`src/hdl/pic_pkg.sv`:
```
package pic_pkg;

  // Default sample and accumulator geometry.
  localparam int SAMPLE_WIDTH_DEF  = 16;
  localparam int ACC_FRAC_BITS_DEF = 16;

  // Configuration port geometry.
  localparam int CFG_DATA_W = 32;
  localparam int CFG_ADDR_W = 5;

  // Register indexes, at byte address 4*index.
  typedef enum logic [2:0] {
    REG_PROP_GAIN     = 3'd0,
    REG_INTEG_GAIN    = 3'd1,
    REG_SAMPLE_PERIOD = 3'd2,
    REG_OUT_LOWER     = 3'd3,
    REG_OUT_UPPER     = 3'd4
  } reg_idx_t;

  // Input command codes.
  typedef enum logic [1:0] {
    MODE_UPDATE  = 2'd0,
    MODE_CLEAR   = 2'd1,
    MODE_RECLAMP = 2'd2,
    MODE_UNUSED  = 2'd3
  } mode_t;

  // Register widths and reset values.
  localparam int GAIN_W   = 16;
  localparam int PERIOD_W = 24;
  localparam int LIMIT_W  = 16;
  localparam int DRIVE_W  = 16;

  localparam logic signed [LIMIT_W-1:0] OUT_LOWER_RST = 16'sh8000;
  localparam logic signed [LIMIT_W-1:0] OUT_UPPER_RST = 16'sh7FFF;

endpackage

```
`src/hdl/pic_in_if.sv`:
```
interface pic_in_if
  import pic_pkg::*;
#(
  parameter int SAMPLE_WIDTH = SAMPLE_WIDTH_DEF
) ();

  logic                           valid;
  logic                           ready;
  logic [1:0]                     mode;
  logic signed [SAMPLE_WIDTH-1:0] setpoint;
  logic signed [SAMPLE_WIDTH-1:0] measured;

  modport source (output valid, output mode, output setpoint, output measured,
                  input ready);
  modport sink   (input valid, input mode, input setpoint, input measured,
                  output ready);

endinterface

```
`src/hdl/pic_out_if.sv`:
```
interface pic_out_if
  import pic_pkg::*;
();

  logic                      valid;
  logic                      ready;
  logic signed [DRIVE_W-1:0] drive;
  logic [DRIVE_W-1:0]        drive_frac;

  modport source (output valid, output drive, output drive_frac, input ready);
  modport sink   (input valid, input drive, input drive_frac, output ready);

endinterface

```
`src/hdl/incremental_pi_controller.sv`:
```
// Incremental (velocity form) PI controller with output clamp. Each beat on the
// input channel carries a mode, a setpoint and a measurement; every beat gives
// exactly one result beat with the integer and fractional parts of the stored
// output. An update beat keeps the sequencer busy until the next beat
// can be accepted: one signed multiplier and one accumulator adder are shared
// over eight sequencer steps (error times integral gain, two partial products
// against the sample period, error difference times proportional gain,
// rounding, two additions and the clamp), and a final step loads the result
// register when free. Clear and unused beats skip to it, re-clamp to the clamp.
// A finished result waits in its output register while the sequencer goes
// back to accepting input. Gains, period and limits are written through the
// APB port and should only be changed while the block is idle.
module incremental_pi_controller
  import pic_pkg::*;
#(
  parameter int SAMPLE_WIDTH  = SAMPLE_WIDTH_DEF,
  parameter int ACC_FRAC_BITS = ACC_FRAC_BITS_DEF
) (
  input  logic                  clk,
  input  logic                  rst_n,
  pic_in_if.sink                in_ch,
  pic_out_if.source             out_ch,
  input  logic                  psel,
  input  logic                  penable,
  input  logic                  pwrite,
  input  logic [CFG_ADDR_W-1:0] paddr,
  input  logic [CFG_DATA_W-1:0] pwdata,
  output logic [CFG_DATA_W-1:0] prdata,
  output logic                  pready
);

  localparam int E_W    = SAMPLE_WIDTH + 1;
  localparam int DE_W   = SAMPLE_WIDTH + 2;
  localparam int MB_W   = PERIOD_W + 1;
  localparam int MA_W   = (DE_W > MB_W) ? DE_W : MB_W;
  localparam int P_W    = MA_W + MB_W;
  localparam int OUT_W  = LIMIT_W + ACC_FRAC_BITS;
  localparam int ACC_W  = SAMPLE_WIDTH + 44;
  localparam int RND_SH = 32 - ACC_FRAC_BITS;
  localparam int PRP_SH = ACC_FRAC_BITS - 8;

  localparam logic signed [ACC_W-1:0] RND_HALF = ACC_W'(1) <<< (RND_SH - 1);

  typedef enum logic [3:0] {
    ST_IDLE,
    ST_KI,
    ST_LO,
    ST_HI,
    ST_KP,
    ST_RND,
    ST_PROP,
    ST_SUM,
    ST_CLAMP,
    ST_EMIT
  } state_t;

  state_t state_r;

  // Configuration registers.
  logic signed [GAIN_W-1:0]  prop_gain_r;
  logic signed [GAIN_W-1:0]  integ_gain_r;
  logic [PERIOD_W-1:0]       period_r;
  logic signed [LIMIT_W-1:0] lower_r;
  logic signed [LIMIT_W-1:0] upper_r;

  // Controller state and datapath registers.
  logic signed [E_W-1:0]   prev_err_r;
  logic signed [OUT_W-1:0] prev_out_r;
  logic signed [E_W-1:0]   err_r;
  logic signed [E_W-1:0]   err_nxt;
  logic signed [DE_W-1:0]  derr_r;
  logic signed [MA_W-1:0]  p1hi_r;
  logic signed [P_W-1:0]   prod_r;
  logic signed [P_W-1:0]   prod_nxt;
  logic signed [ACC_W-1:0] acc_r;

  logic                      out_valid_r;
  logic signed [DRIVE_W-1:0] drive_r;
  logic [DRIVE_W-1:0]        drive_frac_r;

  logic signed [MA_W-1:0]  mul_a;
  logic signed [MB_W-1:0]  mul_b;
  logic signed [ACC_W-1:0] clamp_hi;
  logic signed [ACC_W-1:0] clamp_lo;
  logic signed [ACC_W-1:0] clamp_val;
  logic                    in_acc;
  logic                    out_free;

  // Register write and read on the APB port.
  assign pready = 1'b1;

  always_ff @(posedge clk) begin
    if (!rst_n) begin
      prop_gain_r  <= '0;
      integ_gain_r <= '0;
      period_r     <= '0;
      lower_r      <= OUT_LOWER_RST;
      upper_r      <= OUT_UPPER_RST;
    end else if (psel && penable && pwrite && pready) begin
      case (paddr[4:2])
        REG_PROP_GAIN:     prop_gain_r  <= pwdata[GAIN_W-1:0];
        REG_INTEG_GAIN:    integ_gain_r <= pwdata[GAIN_W-1:0];
        REG_SAMPLE_PERIOD: period_r     <= pwdata[PERIOD_W-1:0];
        REG_OUT_LOWER:     lower_r      <= pwdata[LIMIT_W-1:0];
        REG_OUT_UPPER:     upper_r      <= pwdata[LIMIT_W-1:0];
        default: ;
      endcase
    end
  end

  always_comb begin
    case (paddr[4:2])
      REG_PROP_GAIN:     prdata = {16'b0, prop_gain_r};
      REG_INTEG_GAIN:    prdata = {16'b0, integ_gain_r};
      REG_SAMPLE_PERIOD: prdata = {8'b0, period_r};
      REG_OUT_LOWER:     prdata = {16'b0, lower_r};
      REG_OUT_UPPER:     prdata = {16'b0, upper_r};
      default:           prdata = '0;
    endcase
  end

  // Handshakes.
  assign in_ch.ready       = (state_r == ST_IDLE);
  assign in_acc            = in_ch.valid && in_ch.ready;
  assign out_free          = !out_valid_r || out_ch.ready;
  assign out_ch.valid      = out_valid_r;
  assign out_ch.drive      = drive_r;
  assign out_ch.drive_frac = drive_frac_r;

  // The error of the incoming sample, formed at one bit above the sample width.
  assign err_nxt = E_W'(in_ch.setpoint) - E_W'(in_ch.measured);

  // Operand selection for the shared multiplier.
  always_comb begin
    case (state_r)
      ST_KI: begin
        mul_a = MA_W'(err_r);
        mul_b = MB_W'(integ_gain_r);
      end
      ST_LO: begin
        mul_a = MA_W'(prod_r[23:0]);
        mul_b = {1'b0, period_r};
      end
      ST_HI: begin
        mul_a = p1hi_r;
        mul_b = {1'b0, period_r};
      end
      ST_KP: begin
        mul_a = MA_W'(derr_r);
        mul_b = MB_W'(prop_gain_r);
      end
      default: begin
        mul_a = '0;
        mul_b = '0;
      end
    endcase
  end

  assign prod_nxt = mul_a * mul_b;

  // Clamp against the scaled limits; the upper test comes first, so the upper
  // limit wins for a value above it and below the lower limit when they cross.
  always_comb begin
    clamp_hi = ACC_W'(upper_r) <<< ACC_FRAC_BITS;
    clamp_lo = ACC_W'(lower_r) <<< ACC_FRAC_BITS;
    if (acc_r > clamp_hi) begin
      clamp_val = clamp_hi;
    end else if (acc_r < clamp_lo) begin
      clamp_val = clamp_lo;
    end else begin
      clamp_val = acc_r;
    end
  end

  // Sequencer, datapath and result register.
  always_ff @(posedge clk) begin
    if (!rst_n) begin
      state_r     <= ST_IDLE;
      out_valid_r <= 1'b0;
      prev_err_r  <= '0;
      prev_out_r  <= '0;
    end else begin
      // The emit step reloads the result register itself when it is taken.
      if (out_valid_r && out_ch.ready && (state_r != ST_EMIT)) begin
        out_valid_r <= 1'b0;
      end
      case (state_r)
        ST_IDLE: begin
          if (in_acc) begin
            err_r <= err_nxt;
            case (in_ch.mode)
              MODE_UPDATE: state_r <= ST_KI;
              MODE_CLEAR: begin
                prev_err_r <= '0;
                prev_out_r <= '0;
                state_r    <= ST_EMIT;
              end
              MODE_RECLAMP: begin
                acc_r   <= ACC_W'(prev_out_r);
                state_r <= ST_CLAMP;
              end
              default: state_r <= ST_EMIT;
            endcase
          end
        end
        // Error times integral gain; error difference for later.
        ST_KI: begin
          prod_r  <= prod_nxt;
          derr_r  <= DE_W'(err_r) - DE_W'(prev_err_r);
          state_r <= ST_LO;
        end
        // Low 24 bits of that product times the period; keep the high part.
        ST_LO: begin
          prod_r  <= prod_nxt;
          p1hi_r  <= prod_r[MA_W+23:24];
          state_r <= ST_HI;
        end
        // High part times the period.
        ST_HI: begin
          prod_r  <= prod_nxt;
          acc_r   <= ACC_W'(prod_r);
          state_r <= ST_KP;
        end
        // Proportional product; fold in the high partial product.
        ST_KP: begin
          prod_r  <= prod_nxt;
          acc_r   <= acc_r + (ACC_W'(prod_r) <<< 24);
          state_r <= ST_RND;
        end
        // Round the integral term to nearest, ties upwards.
        ST_RND: begin
          acc_r   <= (acc_r + RND_HALF) >>> RND_SH;
          state_r <= ST_PROP;
        end
        ST_PROP: begin
          acc_r   <= acc_r + (ACC_W'(prod_r) <<< PRP_SH);
          state_r <= ST_SUM;
        end
        ST_SUM: begin
          acc_r      <= acc_r + ACC_W'(prev_out_r);
          prev_err_r <= err_r;
          state_r    <= ST_CLAMP;
        end
        ST_CLAMP: begin
          prev_out_r <= OUT_W'(clamp_val);
          state_r    <= ST_EMIT;
        end
        // Load the result register once it is free.
        ST_EMIT: begin
          if (out_free) begin
            out_valid_r  <= 1'b1;
            drive_r      <= prev_out_r[OUT_W-1:ACC_FRAC_BITS];
            drive_frac_r <= DRIVE_W'(prev_out_r[ACC_FRAC_BITS-1:0]);
            state_r      <= ST_IDLE;
          end
        end
        default: state_r <= ST_IDLE;
      endcase
    end
  end

endmodule
```
`src/flat_wrapper.sv`:
```
// flat-port wrapper written by rule: the top's interface ports become plain ports
module incremental_pi_controller_flat import pic_pkg::*;
#(
  parameter int SAMPLE_WIDTH  = SAMPLE_WIDTH_DEF,
  parameter int ACC_FRAC_BITS = ACC_FRAC_BITS_DEF
)
  (clk, rst_n, psel, penable, pwrite, paddr, pwdata, prdata, pready, in_ch_valid, in_ch_mode, in_ch_setpoint, in_ch_measured, in_ch_ready, out_ch_valid, out_ch_drive, out_ch_drive_frac, out_ch_ready);
  pic_in_if #(.SAMPLE_WIDTH(SAMPLE_WIDTH)) in_ch_i ();
  pic_out_if out_ch_i ();
  input  logic clk;
  input  logic rst_n;
  input  logic psel;
  input  logic penable;
  input  logic pwrite;
  input  logic [CFG_ADDR_W-1:0] paddr;
  input  logic [CFG_DATA_W-1:0] pwdata;
  output logic [CFG_DATA_W-1:0] prdata;
  output logic pready;
  input wire logic [$bits(in_ch_i.valid)-1:0] in_ch_valid;
  input wire logic [$bits(in_ch_i.mode)-1:0] in_ch_mode;
  input wire logic [$bits(in_ch_i.setpoint)-1:0] in_ch_setpoint;
  input wire logic [$bits(in_ch_i.measured)-1:0] in_ch_measured;
  output wire logic [$bits(in_ch_i.ready)-1:0] in_ch_ready;
  output wire logic [$bits(out_ch_i.valid)-1:0] out_ch_valid;
  output wire logic [$bits(out_ch_i.drive)-1:0] out_ch_drive;
  output wire logic [$bits(out_ch_i.drive_frac)-1:0] out_ch_drive_frac;
  input wire logic [$bits(out_ch_i.ready)-1:0] out_ch_ready;
  assign in_ch_i.valid = in_ch_valid;
  assign in_ch_i.mode = in_ch_mode;
  assign in_ch_i.setpoint = in_ch_setpoint;
  assign in_ch_i.measured = in_ch_measured;
  assign in_ch_ready = in_ch_i.ready;
  assign out_ch_valid = out_ch_i.valid;
  assign out_ch_drive = out_ch_i.drive;
  assign out_ch_drive_frac = out_ch_i.drive_frac;
  assign out_ch_i.ready = out_ch_ready;
  incremental_pi_controller #(.SAMPLE_WIDTH(SAMPLE_WIDTH), .ACC_FRAC_BITS(ACC_FRAC_BITS)) u_core (.clk(clk), .rst_n(rst_n), .in_ch(in_ch_i), .out_ch(out_ch_i), .psel(psel), .penable(penable), .pwrite(pwrite), .paddr(paddr), .pwdata(pwdata), .prdata(prdata), .pready(pready));
endmodule
```
`config.mk`:
```
export PLATFORM = sky130hd
export DESIGN_NAME = incremental_pi_controller_flat
export DESIGN_NICKNAME = d
export VERILOG_FILES = /design/src/hdl/pic_pkg.sv /design/src/hdl/pic_in_if.sv /design/src/hdl/pic_out_if.sv /design/src/hdl/incremental_pi_controller.sv /design/src/flat_wrapper.sv
export SDC_FILE = /design/constraint.sdc
export NUM_CORES = 2
export LEC_CHECK = 0
export ABC_CLOCK_PERIOD_IN_PS = 12200
export BUFFER_PORTS_ARGS = -buffer_cell sky130_fd_sc_hd__buf_2
export CAP_MARGIN = 20
export CELL_PAD_IN_SITES_DETAIL_PLACEMENT = 0
export CELL_PAD_IN_SITES_GLOBAL_PLACEMENT = 1
export CORE_AREA = 2 2 357 359
export DETAILED_ROUTE_END_ITERATION = 16
export DIE_AREA = 0 0 359 361
export PLACE_DENSITY_LB_ADDON = 0.12
export SLEW_MARGIN = 25
export SYNTH_ARGS = -nofsm -noshare
export SYNTH_HDL_FRONTEND = slang
export SYNTH_SLANG_ARGS = --single-unit
```
`constraint.sdc`:
```
create_clock -name clk -period 12.2 [get_ports clk]
set_input_delay 1.83 -clock clk [delete_from_list [all_inputs] [get_ports clk]]
set_output_delay 1.83 -clock clk [all_outputs]
set_load 0.02 [all_outputs]
```
==> key figures <==
Route
  – Per-cell via count in the routed design: 5.67
  – Number of design-rule violations left by the first detailed-router iteration: 3449
  – Count of nets left with antenna violations after detail routing: 0
  – Residual DRC: 0
  – Drt total wl: 188 mm
  – Post-DR wirelength/cell: 25.3 µm
  – First-pass iteration count of the detailed router: 8
  – DR vias: 42196

Logic synthesis
  – Number of flops mapped to enable cells by yosys: 202
  – Dominant register cell in the synthesized netlist: sky130_fd_sc_hd__edfxtp_1
  – Sequential cell area fraction in the yosys report: 0.179
  – Synth area leader: sky130_fd_sc_hd__fa_1
  – Top cells by count, synth: 838 x sky130_fd_sc_hd__inv_1, 750 x sky130_fd_sc_hd__nand2_1, 663 x sky130_fd_sc_hd__fa_1, 515 x sky130_fd_sc_hd__nor2_1, 407 x sky130_fd_sc_hd__ha_1
  – Avg Inst Size Synth: 8.69 µm²
  – Asr flop ratio synth: 0
  – Synth cell types: 88
  – Syn Std Cell Area: 49900 µm²
  – Top area cells in the synthesized netlist: sky130_fd_sc_hd__fa_1 27%, sky130_fd_sc_hd__edfxtp_1 12%, sky130_fd_sc_hd__ha_1 10%
  – Most frequent cell after synthesis: sky130_fd_sc_hd__inv_1
  – Total of warnings raised by yosys: 0
  – Top-area cell type share of the netlist area: 0.266
  – Cell count after synthesis: 5745
  – Post-synthesis register bit count: 344

Global routing
  – Largest net degree at the start of global routing: 58
  – Routing usage on met1: 0.402
  – Routing layer with the top usage in global route: met2
  – Global-route congestion overflow total: 0
  – Met3 Use GR: 0.0376
  – Via count of the first global-routing pass: 42305
  – Total routing usage reported by global routing: 0.288
  – Antenna violations before repair: 1
  – First-pass GRT wire length: 280 mm
  – GR Util met2: 0.454

Place
  – Routability-driven placement congestion ratio: 0.945
  – Hpwl dp: 148 mm
  – Count of input and output buffers: 125
  – Placed Cells: 7363

Timing
  – Max transition margin: 0.262
  – Worst slew pin tran: 1.11 ns
  – Final hold vios: 0
  – Final period demand of the worst path: 10.38 ns
  – Setup repair after global routing missed its margin: no
  – Fin crit share: 0.851
  – Sum of negative setup slack: 0 ns
  – Achievable Freq: 0.0963 GHz
  – Worst Clk Skew: 0.0607 ns
  – Max Slew Vio Count: 0
  – Number of setup violations in the final report: 0

Finish
  – Ratio of cells with drive above 1 in the final layout: 0.0633
  – Area growth from synthesis to final layout: 8.25%
  – Layout net count: 6909
  – Final instance count without filler cells: 7448
  – Total of fill cells in the finished design: 12668
  – Fraction of the core area covered by cells at the end of the flow: 0.431

Die
  – Number of placed I/O pins: 145
  – Floorplan die area: 130000 µm²
  – Number of rows created at floorplan: 130
  – Overall die width: 359 µm
  – Placeable core area: 125000 µm²
  – Die height: 361 µm
  – Starting utilization of the core area: 0.398

Setup path
  – Required time of the critical path: 12.53 ns
  – Data arrival time at the worst-slack endpoint: 10.71 ns
  – Startpoint class of the critical path: flip-flop
  – Critical Path Fanout Max: 20
  – Delay of the slowest cell on the worst path: 0.70 ns
  – Worst setup EP type: flip-flop
  – Most prevalent standard cell on the critical path: sky130_fd_sc_hd__fa_1
  – Launch instance of the worst register-to-register path: u_core.state_r[3]
  – Slowest cell on the critical path: sky130_fd_sc_hd__fa_1
  – Critical path startpoint: u_core.state_r[3]
  – WS Path Type: reg -> reg

Hold path
  – Start point of the worst min-delay path: u_core.prop_gain_r[12]
  – Worst hold path type: reg -> reg

Power and ir drop
  – Final Power: 4.00 mW
  – LEAKAGE: 24.9 nW
  – Worst VDD drop: 90.1 µV
  – Power density over cell area: 74.1 nW/µm²

Clocking
  – CTS Hold Bufs: 0
  – Clock latency on the worst-skew pair: 0.64 ns
  – Sinks on Clock Net: 344
  – Clock Pin Slew Worst Setup and Hold Paths: 0.07 ns
  – Max Root-Sink Buffers: 3
  – Master cell of the clock root buffer: sky130_fd_sc_hd__clkbuf_16
  – TritonCTS Buffers: 45
  – H-tree level count: 2
  – Buffers inserted during post-CTS setup optimization: 0
  – CTS tree: yes
  – Resized cells post-CTS: 0

Status
  – Result of the run: completed

Job
  – Maxcap violations: 0
stage by stage:
stage / area (µm²) / hold slack, ns / setup WS, ns
final: 54000 / 0.483 / 1.82
after global routing: 54000 / 0.499 / 1.37
after CTS: 54000 / 0.479 / 1.90
after detailed placement: 52500 / 0.471 / 1.90
after global placement: 52500 / 0.467 / 1.80
after floorplan: 49900 / 0.450 / 3.48
per-layer routing:
metal  up-vias  wire (µm)
met5         -          0
met4         0       8250
met3       293      11900
met2      1435      83300
met1     21210      84600
li1      19258          -
path summary, 6_finish.rpt:
path	end	slack, ns	depth (start not counted)
setup reg to reg	u_core.prod_r[47]	1.82	29
setup / recovery	u_core.prod_r[47]	1.82	29
hold / removal	u_core.prop_gain_r[12]	0.48	2
hold reg to reg	u_core.prop_gain_r[12]	0.48	2
state kept, by name (all words and copies together), names as in the netlist, 16 cells and up:
signal / count
u_core.err_r: 17
u_core.p1hi_r: 25
u_core.prod_r: 50
u_core.integ_gain_r: 16
u_core.period_r: 24
u_core.out_ch.drive_frac: 16
u_core.derr_r: 18
u_core.upper_r: 16
u_core.prev_err_r: 17
u_core.prev_out_r: 32
u_core.acc_r: 60
u_core.prop_gain_r: 16
u_core.out_ch.drive: 16
u_core.lower_r: 16
worst max-delay path, delay by kind of cell, from the launching register on:
family,cells,cell delay [ns]
adders and majority gates,8,4.18
buffers and inverters,8,1.39
AOI/OAI and AO/OA,5,1.62
DFF,1,0.60
and+or+nand+nor,8,2.21
layout by cell type, fill, tap and decap left out, types with 14 or more instances in the layout:
cell type,Yosys,layout
sky130_fd_sc_hd__inv_1,838,837
sky130_fd_sc_hd__o31ai_1,17,17
sky130_fd_sc_hd__nor2b_1,58,57
sky130_fd_sc_hd__nor2_1,515,512
sky130_fd_sc_hd__a21oi_1,274,271
sky130_fd_sc_hd__a21boi_0,91,91
sky130_fd_sc_hd__and3_1,38,36
sky130_fd_sc_hd__buf_2,5,124
sky130_fd_sc_hd__xnor2_1,145,145
sky130_fd_sc_hd__a221o_1,50,50
sky130_fd_sc_hd__a22o_1,34,34
sky130_fd_sc_hd__buf_4,10,104
sky130_fd_sc_hd__dfxtp_1,142,141
sky130_fd_sc_hd__xor2_1,84,84
sky130_fd_sc_hd__a22oi_1,40,40
sky130_fd_sc_hd__nand3_1,71,70
sky130_fd_sc_hd__nand4_1,63,63
sky130_fd_sc_hd__edfxtp_1,202,202
sky130_fd_sc_hd__and2_1,47,47
sky130_fd_sc_hd__clkbuf_16,0,45
sky130_fd_sc_hd__nor3_1,73,68
sky130_fd_sc_hd__mux2i_1,52,52
sky130_fd_sc_hd__o21ai_0,210,209
sky130_fd_sc_hd__o21bai_1,39,39
sky130_fd_sc_hd__o21a_1,36,36
sky130_fd_sc_hd__a21o_1,116,116
sky130_fd_sc_hd__o221ai_1,18,18
sky130_fd_sc_hd__or3_1,16,16
sky130_fd_sc_hd__a211oi_1,24,24
sky130_fd_sc_hd__nand2_1,750,746
sky130_fd_sc_hd__fa_1,663,663
sky130_fd_sc_hd__a2111oi_0,17,15
sky130_fd_sc_hd__o21ai_1,14,14
sky130_fd_sc_hd__a221oi_1,59,56
sky130_fd_sc_hd__o211ai_1,35,35
sky130_fd_sc_hd__nand2b_1,35,35
sky130_fd_sc_hd__ha_1,407,407
sky130_fd_sc_hd__a31oi_1,25,25
area by class of cell:
type                       instances  area (µm²)  share of cell area
inverter                         839        3150              0.0583
clock buffer                      55        1180              0.0219
clock inverter                    27         302             0.00558
timing repair buffer             231        1440              0.0267
antenna                            2        5.00           0.0000927
tap                             1650        2060              0.0382
sequential                       344        8910               0.165
multi-input combinational       4300       37000               0.684
power by group:
part / internal, mW / leakage, nW / switching [mW]
combinational: 0.387 / 21.2 / 0.804
sequential: 1.30 / 3.02 / 0.131
clock: 0.798 / 0.716 / 0.581
cell families (layout without fill, tap and decap cells):
family / Yosys count / after routing / share of synthesized area
mux: 55 / 55 / 0.0111
xor+xnor: 229 / 229 / 0.0402
other cells: 2 / 11 / 0.000151
simple gates: 1739 / 1739 / 0.153
flops: 344 / 344 / 0.179
buf+inv: 1108 / 1152 / 0.0844
fa+ha+maj: 1070 / 1070 / 0.368
compound gates: 1198 / 1198 / 0.164
Note: power is estimated with default switching activity, not from simulation.
